[src/sv/dhs_pkg.sv]
// shared types, constants and tables of the differential heading steering block
package dhs_pkg;

  localparam int ANGLE_BITS_DEF    = 16;
  localparam int CORDIC_STAGES_DEF = 16;
  localparam int POW_STEPS         = 15;

  localparam int CFG_AW = 4;
  localparam logic [1:0] REG_MAX_SPEED = 2'd0;
  localparam logic [1:0] REG_SHARP     = 2'd1;
  localparam logic [1:0] REG_TRIM      = 2'd2;

  localparam logic [14:0] MAX_SPEED_RST = 15'd16384;
  localparam logic [3:0]  SHARP_RST     = 4'd1;
  localparam logic [15:0] TRIM_RST      = 16'd16384;

  // stage kinds
  localparam int K_PROD  = 0;
  localparam int K_SUM   = 1;
  localparam int K_PREP  = 2;
  localparam int K_NORM  = 3;
  localparam int K_VEC   = 4;
  localparam int K_ANG   = 5;
  localparam int K_ROT   = 6;
  localparam int K_CLAMP = 7;
  localparam int K_POW   = 8;
  localparam int K_SLOW  = 9;
  localparam int K_TRIM  = 10;

  typedef struct packed {
    logic               empty;
    logic signed [31:0] px;
    logic signed [31:0] py;
    logic signed [31:0] wx;
    logic signed [31:0] wy;
    logic signed [15:0] qw;
    logic signed [15:0] qx;
    logic signed [15:0] qy;
    logic signed [15:0] qz;
    logic signed [31:0] pww;
    logic signed [31:0] pxx;
    logic signed [31:0] pyy;
    logic signed [31:0] pzz;
    logic signed [31:0] pxy;
    logic signed [31:0] pwz;
    logic signed [43:0] vx0;
    logic signed [43:0] vy0;
    logic signed [33:0] vz0;
    logic [5:0]         sh0;
    logic               zero0;
    logic signed [43:0] vx1;
    logic signed [43:0] vy1;
    logic signed [33:0] vz1;
    logic [5:0]         sh1;
    logic               zero1;
    logic signed [33:0] errv;
    logic signed [33:0] cx;
    logic signed [33:0] cy;
    logic signed [33:0] ca;
    logic               cneg;
    logic signed [31:0] cv;
    logic signed [31:0] pw;
    logic signed [16:0] slowed;
    logic signed [15:0] left;
    logic signed [15:0] right;
  } pipe_t;

  // atan(2^-i) in q32 turns
  function automatic logic [31:0] atan_q32(input int idx);
    logic [31:0] v;
    v = '0;
    case (idx)
      0:  v = 32'd536870912;
      1:  v = 32'd316933406;
      2:  v = 32'd167458907;
      3:  v = 32'd85004756;
      4:  v = 32'd42667331;
      5:  v = 32'd21354465;
      6:  v = 32'd10680862;
      7:  v = 32'd5340245;
      8:  v = 32'd2670163;
      9:  v = 32'd1335087;
      10: v = 32'd667544;
      11: v = 32'd333772;
      12: v = 32'd166886;
      13: v = 32'd83443;
      14: v = 32'd41722;
      15: v = 32'd20861;
      16: v = 32'd10430;
      17: v = 32'd5215;
      18: v = 32'd2608;
      19: v = 32'd1304;
      20: v = 32'd652;
      21: v = 32'd326;
      22: v = 32'd163;
      23: v = 32'd81;
      default: v = '0;
    endcase
    return v;
  endfunction

  function automatic int num_stages(input int cs);
    return 9 + 2 * cs + POW_STEPS;
  endfunction

  function automatic int stage_kind(input int i, input int cs);
    int k;
    if (i == 1) k = K_PROD;
    else if (i == 2) k = K_SUM;
    else if (i == 3) k = K_PREP;
    else if (i == 4) k = K_NORM;
    else if (i < 5 + cs) k = K_VEC;
    else if (i == 5 + cs) k = K_ANG;
    else if (i < 6 + 2 * cs) k = K_ROT;
    else if (i == 6 + 2 * cs) k = K_CLAMP;
    else if (i < 7 + 2 * cs + POW_STEPS) k = K_POW;
    else if (i == 7 + 2 * cs + POW_STEPS) k = K_SLOW;
    else k = K_TRIM;
    return k;
  endfunction

  function automatic int stage_iter(input int i, input int cs);
    int t;
    if (i >= 5 && i < 5 + cs) t = i - 5;
    else if (i >= 6 + cs && i < 6 + 2 * cs) t = i - 6 - cs;
    else if (i >= 7 + 2 * cs && i < 7 + 2 * cs + POW_STEPS) t = i - 7 - 2 * cs;
    else t = 0;
    return t;
  endfunction

endpackage

[src/sv/dhs_stage.sv]
// one pipeline step of the steering datapath, chosen by kind and iteration
module dhs_stage #(
  parameter int KIND       = dhs_pkg::K_PROD,
  parameter int ITER       = 0,
  parameter int ANGLE_BITS = dhs_pkg::ANGLE_BITS_DEF
) (
  input  dhs_pkg::pipe_t d,
  input  logic [14:0]    speed,
  input  logic [3:0]     sharp,
  input  logic [15:0]    gain,
  output dhs_pkg::pipe_t q
);

  localparam int SH = 32 - ANGLE_BITS;
  localparam logic signed [33:0] ATAN = 34'(dhs_pkg::atan_q32(ITER));
  localparam logic signed [33:0] HALF_Q32 = 34'sd2147483648;
  localparam logic signed [33:0] QUART_Q32 = 34'sd1073741824;
  localparam logic signed [33:0] ONE_Q30 = 34'sd1073741824;
  localparam logic signed [33:0] RND_ANG = 34'sd1 <<< (SH - 1);

  function automatic logic [5:0] norm_shift(input logic signed [43:0] x,
                                            input logic signed [43:0] y);
    logic [43:0] ax, ay, m;
    logic [5:0] s;
    ax = x[43] ? 44'(-x) : 44'(x);
    ay = y[43] ? 44'(-y) : 44'(y);
    m = ax | ay;
    s = 6'd0;
    for (int b = 0; b < 40; b++) begin
      if (m[b]) s = 6'(40 - b);
    end
    if (|m[43:40]) s = 6'd0;
    return s;
  endfunction

  logic signed [43:0] nx0, ny0, nx1, ny1;
  logic signed [33:0] hq, bq, errw, av, cxs, cys;
  logic [ANGLE_BITS-1:0] pa;
  logic [31:0] qv;
  logic signed [63:0] prod;
  logic signed [48:0] sprod;
  logic signed [33:0] tprod, rq;
  logic signed [16:0] rsel, lsel;

  always_comb begin
    q = d;
    nx0 = '0; ny0 = '0; nx1 = '0; ny1 = '0;
    hq = '0; bq = '0; errw = '0; av = '0; cxs = '0; cys = '0;
    pa = '0; qv = '0; prod = '0; sprod = '0; tprod = '0; rq = '0;
    rsel = '0; lsel = '0;
    unique case (KIND)
      dhs_pkg::K_PROD: begin
        q.pww = 32'(d.qw) * 32'(d.qw);
        q.pxx = 32'(d.qx) * 32'(d.qx);
        q.pyy = 32'(d.qy) * 32'(d.qy);
        q.pzz = 32'(d.qz) * 32'(d.qz);
        q.pxy = 32'(d.qx) * 32'(d.qy);
        q.pwz = 32'(d.qw) * 32'(d.qz);
      end
      dhs_pkg::K_SUM: begin
        q.vx0 = 44'(d.pww) + 44'(d.pxx) - 44'(d.pyy) - 44'(d.pzz);
        q.vy0 = (44'(d.pxy) + 44'(d.pwz)) <<< 1;
        q.vx1 = 44'(d.wx) - 44'(d.px);
        q.vy1 = 44'(d.wy) - 44'(d.py);
      end
      dhs_pkg::K_PREP: begin
        // left half plane is turned by a half turn first
        q.zero0 = (d.vx0 == 0) && (d.vy0 == 0);
        q.zero1 = (d.vx1 == 0) && (d.vy1 == 0);
        nx0 = d.vx0; ny0 = d.vy0; q.vz0 = '0;
        if (d.vx0 < 0) begin
          nx0 = -d.vx0; ny0 = -d.vy0;
          q.vz0 = (d.vy0 >= 0) ? HALF_Q32 : -HALF_Q32;
        end
        nx1 = d.vx1; ny1 = d.vy1; q.vz1 = '0;
        if (d.vx1 < 0) begin
          nx1 = -d.vx1; ny1 = -d.vy1;
          q.vz1 = (d.vy1 >= 0) ? HALF_Q32 : -HALF_Q32;
        end
        q.vx0 = nx0; q.vy0 = ny0; q.vx1 = nx1; q.vy1 = ny1;
        q.sh0 = norm_shift(nx0, ny0);
        q.sh1 = norm_shift(nx1, ny1);
      end
      dhs_pkg::K_NORM: begin
        q.vx0 = d.vx0 <<< d.sh0; q.vy0 = d.vy0 <<< d.sh0;
        q.vx1 = d.vx1 <<< d.sh1; q.vy1 = d.vy1 <<< d.sh1;
      end
      dhs_pkg::K_VEC: begin
        if (d.vy0 > 0) begin
          q.vx0 = d.vx0 + (d.vy0 >>> ITER); q.vy0 = d.vy0 - (d.vx0 >>> ITER);
          q.vz0 = d.vz0 + ATAN;
        end else begin
          q.vx0 = d.vx0 - (d.vy0 >>> ITER); q.vy0 = d.vy0 + (d.vx0 >>> ITER);
          q.vz0 = d.vz0 - ATAN;
        end
        if (d.vy1 > 0) begin
          q.vx1 = d.vx1 + (d.vy1 >>> ITER); q.vy1 = d.vy1 - (d.vx1 >>> ITER);
          q.vz1 = d.vz1 + ATAN;
        end else begin
          q.vx1 = d.vx1 - (d.vy1 >>> ITER); q.vy1 = d.vy1 + (d.vx1 >>> ITER);
          q.vz1 = d.vz1 - ATAN;
        end
      end
      dhs_pkg::K_ANG: begin
        hq = d.zero0 ? 34'sd0 : ((d.vz0 + RND_ANG) >>> SH);
        bq = d.zero1 ? 34'sd0 : ((d.vz1 + RND_ANG) >>> SH);
        errw = hq - bq;
        q.errv = errw;
        // doubled error wrapped to one turn, back in q32 turns
        pa = {errw[ANGLE_BITS-2:0], 1'b0};
        qv = {pa, SH'(0)};
        av = 34'($signed(qv));
        q.cneg = 1'b0;
        if (av > QUART_Q32) begin
          av = av - HALF_Q32; q.cneg = 1'b1;
        end else if (av < -QUART_Q32) begin
          av = av + HALF_Q32; q.cneg = 1'b1;
        end
        q.ca = av;
        q.cx = 34'sd652032874;
        q.cy = '0;
      end
      dhs_pkg::K_ROT: begin
        cxs = d.cx >>> ITER;
        cys = d.cy >>> ITER;
        if (d.ca >= 0) begin
          q.cx = d.cx - cys; q.cy = d.cy + cxs; q.ca = d.ca - ATAN;
        end else begin
          q.cx = d.cx + cys; q.cy = d.cy - cxs; q.ca = d.ca + ATAN;
        end
      end
      dhs_pkg::K_CLAMP: begin
        cxs = d.cx;
        if (cxs > ONE_Q30) cxs = ONE_Q30;
        if (cxs < -ONE_Q30) cxs = -ONE_Q30;
        q.cv = d.cneg ? 32'(-cxs) : 32'(cxs);
        q.pw = 32'sd1073741824;
      end
      dhs_pkg::K_POW: begin
        prod = 64'(d.pw) * 64'(d.cv) + 64'sd536870912;
        if (4'(ITER) < sharp) q.pw = 32'(prod >>> 30);
      end
      dhs_pkg::K_SLOW: begin
        sprod = 49'($signed({1'b0, speed})) * 49'(d.pw) + 49'sd536870912;
        q.slowed = 17'(sprod >>> 30);
      end
      dhs_pkg::K_TRIM: begin
        if (d.errv > 0) begin
          lsel = d.slowed; rsel = 17'($signed({2'b0, speed}));
        end else begin
          lsel = 17'($signed({2'b0, speed})); rsel = d.slowed;
        end
        tprod = 34'(rsel) * 34'($signed({1'b0, gain})) + 34'sd8192;
        rq = tprod >>> 14;
        if (rq > 34'sd32767) rq = 34'sd32767;
        if (rq < -34'sd32767) rq = -34'sd32767;
        q.left = d.empty ? 16'sd0 : 16'(lsel);
        q.right = d.empty ? 16'sd0 : 16'(rq);
      end
      default: q = d;
    endcase
  end

endmodule

[config.mk]
export PLATFORM = sky130hd
export DESIGN_NAME = dhs_stage
export DESIGN_NICKNAME = d
export VERILOG_FILES = /design/src/sv/dhs_pkg.sv /design/src/sv/dhs_stage.sv
export SDC_FILE = /design/constraint.sdc
export NUM_CORES = 2
export LEC_CHECK = 0
export BUFFER_PORTS_ARGS = -buffer_cell sky130_fd_sc_hd__buf_2
export CAP_MARGIN = 20
export CORE_AREA = 2 2 707 709
export DETAILED_ROUTE_END_ITERATION = 8
export DIE_AREA = 0 0 709 711
export PLACE_DENSITY_LB_ADDON = 0.1
export SLEW_MARGIN = 20
export SYNTH_ARGS = -nofsm -noshare
export SYNTH_HDL_FRONTEND = slang
export SYNTH_SLANG_ARGS = --single-unit
[constraint.sdc]
create_clock -name vclk -period 22.9
set_input_delay 4.58 -clock vclk [all_inputs]
set_output_delay 4.58 -clock vclk [all_outputs]
set_load 0.02 [all_outputs]
## Word level (Yosys, flattened, before mapping)

Index checks and enable logic that the tools add are counted.

- Memories: 0
- Flip-flop bits (word level): 0
- Bits in latches: 0
- Logic and storage cells: 6
- Bits in read-only memories: 0
- Bits in writable memories: 0
- Output and inout bits: 893

- Shifts and indexed selects: 0
- Reduce and logical (&&, ||, !) cells: 0
- Div/mod/pow operators: 0
- Mux-type cells: 0
- Add/subtract/negate cells: 0
- Bitwise logic cells: 0
- Order comparisons: 0
- $mul: 6
- Equality and inequality tests: 0

Operators with widths:

| cell | number |
|---|---|
| $mul 16x16->32 | 6 |

## Depth between registers and ports, before layout

- Depth in word-level cells: 1
- Gate-level depth with buffers: 27
- Mapped depth without buffers: 24

## Worst setup path before layout

OpenSTA, ideal clock, no wires.

- Kind: input -> output
- From: input port d[747] in the netlist's numbering
- To: output port q[570] in the netlist's numbering
- Stages on the path: 23
- Arrival time: 11.056 ns
- Data required time: 18.320 ns
- Path slack: 7.264 ns
- Path buffers: 3
- Path through: clkbuf_1 > inv_1 > clkbuf_1 > buf_1 > nor2_1 > fa_1 > fa_1 > fa_1 > fa_1 > fa_1 > inv_1 > fa_1 > inv_1 > ha_1 > a21o_1 > a21o_1 > a221oi_1 > nand2_1 > o221ai_2 > o21ai_1 > or3b_2 > a31oi_1 > xnor2_1

RTL lines:

| item | line | RTL |
|---|---|---|
| from (decl) | dhs_stage.sv:7 | `input dhs_pkg::pipe_t d,` |
| to (decl) | dhs_stage.sv:11 | `output dhs_pkg::pipe_t q` |

==> out/qor.yml <==
status: "complete, no violations"
register_area_um2: 0
fin_crit_ns: 17.45
clock_buffers: 0
avgViaCountPerCell: 3.088
worstHoldStart: "d[107]"
synth_cells: 6838
holdPathEnd: "q[107]"
grt_max_degree: 41
rsz0062_at_grt: "false"
fillerInstances: 56871
post_cts_buffers: 0
grt_pass1_wl_um: 333500
grt-ovfl-total: 0
relSlewSlack_pct: 12.29
finalHoldViolCount: 0
antenna_found_initial: 46
initial_utilization_pct: 12.24
ios: 1821
drtPass1Iterations: 4
cts_hold_buf: 0
via_count: 40090
rows: 259
first_iter_violations: 1366
syn_area_um2: 60720
tightestPinTransition_ns: 1.306
die_area_um2: 504100
seq_cells: 0
max_freq_mhz: 57.30
path_max_fanout: 27
critPathLaunch: "d[712]"
first_global_vias: 47235
finalMaxSlewViolations: 0
multiInputGateArea_um2: 47640
min_path_cells: 0
ys_seq_area_share_pct: 0
wirelength_um: 223800
worstPathArrival_ns: 12.87
cap_violations: 0
fp.dieH_um: 711
nets: 9232
place_congestion: 0.7070
die_w_um: 709
grtUsageTotal_pct: 8.928
synth_warnings: 0
drtAntennaViolNets: 0
finalSetupViolations: 0
yosysUniqueCellTypes: 76
fin_setup_tns_ns: 0
cts_resized: 0
hpwl_um: 187500
core_area_um2: 496100
hp-class: "in -> out"
required_ns: 18.32
critical_path.startpoint_type: "primary input"
post-route-drc-count: 0
wire_per_inst_um: 17.24
postSynthAreaPerCell_um2: 8.879
min_period_over_period_pct: 76.21
port-buffer-count: 316
areaGrowthSynthToFinish_pct: 7.326
layout-drive-gt1-share_pct: 7.221
crit_type: "in -> out"
end_kind: "output pin"
==> stage by stage <==
stage,cell area (um2),utilization [%],hold WS (ns),cells,setup slack (ns)
6_report,65170,13.13,9.160,12983,5.448
3_3_place_gp,65130,13.13,9.160,12970,5.290
3_5_place_dp,65130,13.13,9.160,12970,5.328
5_1_grt,65130,13.13,9.160,12970,5.067
2_1_floorplan,60730,-,9.245,6841,7.264
4_1_cts,65130,13.13,9.160,12970,5.294
==> worst max-delay path: stages <==
cell and delay [ns]:
buf_2 0.08, buf_4 0.43, clkinv_1 0.59, nor2_1 0.37, ha_1 0.31, xor2_1 0.18
fa_1 0.50, fa_1 0.54, inv_1 0.06, fa_1 0.49, fa_1 0.49, inv_1 0.05
fa_1 0.48, inv_1 0.05, ha_1 0.32, a21o_1 0.22, a21o_1 0.23, or3_1 0.36
a211oi_1 0.51, nor3_1 0.23, o31a_1 0.33, o21ai_0 0.34, a21boi_0 0.18, xor2_1 0.57
buf_2 0.29
==> cells in the final DEF (no fill, tap or decap), types with 19 or more instances in the layout <==
cell         n
inv_1     1848
o21a_1      24
nand3_1     39
a31o_2      25
nor2_1     219
buf_2      316
ha_1       527
a21oi_1    132
xnor2_1    203
nor3_1      21
and2_1     392
buf_4       83
o21ai_0     70
a21o_1      80
nand2_1    571
nand2b_1    32
fa_1      1460
xor2_1      45
o21bai_1    25
nor2b_1     19
==> cell usage after synthesis (3+ instances only) <==
library cell  number  area (um2)
a21oi_1          132       660.6
or3_1              5       31.28
xnor2_1          203        1778
o21ai_0           70       350.3
a221oi_1           4       35.03
and3_1            13       81.33
xor2_1            45       394.1
a21o_1            80       600.6
nand3_1           39       195.2
a31o_2            25       219.0
mux2i_1            6       60.06
a21boi_0           3       22.52
o2111ai_1          3       26.28
nor2b_1           19       118.9
o21a_1            24       180.2
a211oi_1          16       120.1
a41o_1             4       40.04
buf_4            709        5323
nor3_1            21       105.1
or2_2             16       100.1
o221ai_1           3       26.28
o311a_1            3       30.03
clkinv_1           6       22.52
fa_1            1460       29230
o21bai_1          25       187.7
nand4_1           11       68.82
and2_1           392        2452
nor4_1             4       25.02
and4_1             4       35.03
o211ai_1           5       37.54
o31ai_1           11       82.58
inv_1           1849        6940
nand2_1          571        2143
nor2_1           219       822.0
nor3b_1            3       22.52
a211o_1            4       35.03
nand2b_1          32       200.2
ha_1             527        6594
buf_1              6       22.52
a31oi_1           11       68.82
clkbuf_1         210       788.3
==> worst max-delay path by stage <==
stage	to	slack [ns]	cells past startpoint
after floorplan	q[570]	7.26	23
after global placement	q[597]	5.29	25
after detailed placement	q[597]	5.33	25
after CTS	q[597]	5.29	25
after global routing	q[570]	5.07	22
final	q[597]	5.45	25
==> cell type report <==
class,instances,area share (%)
diodes,13,0.04992
inverters,1855,10.69
multi-input cells,4061,73.10
well taps,6655,12.78
repair buffers,399,3.383
==> layer usage <==
| layer | wire [um] | up-vias | track usage [%] |
|---|---|---|---|
| met2 | 104200 | 821 | 14.80 |
| met4 | 5723 | 2 | 1.865 |
| met1 | 102200 | 20784 | 12.13 |
| met3 | 11430 | 402 | 1.442 |
| met5 | 218 | - | 0.3046 |
| li1 | - | 18081 | - |
==> kinds of logic after synthesis <==
logic type,Yosys count,share of synthesized area [%]
buffers and inverters,2780,21.57
adder cells (fa/ha/maj),1987,59.00
AND/OR/NAND/NOR,1357,10.65
AO/OA/AOI/OAI,459,5.100
XOR/XNOR,248,3.577
multiplexers,6,0.09892
other,1,0.006176
Power is left out: the tool's default activity adds up to more than one toggle a clock period on the data nets, which glitch-free logic cannot reach.
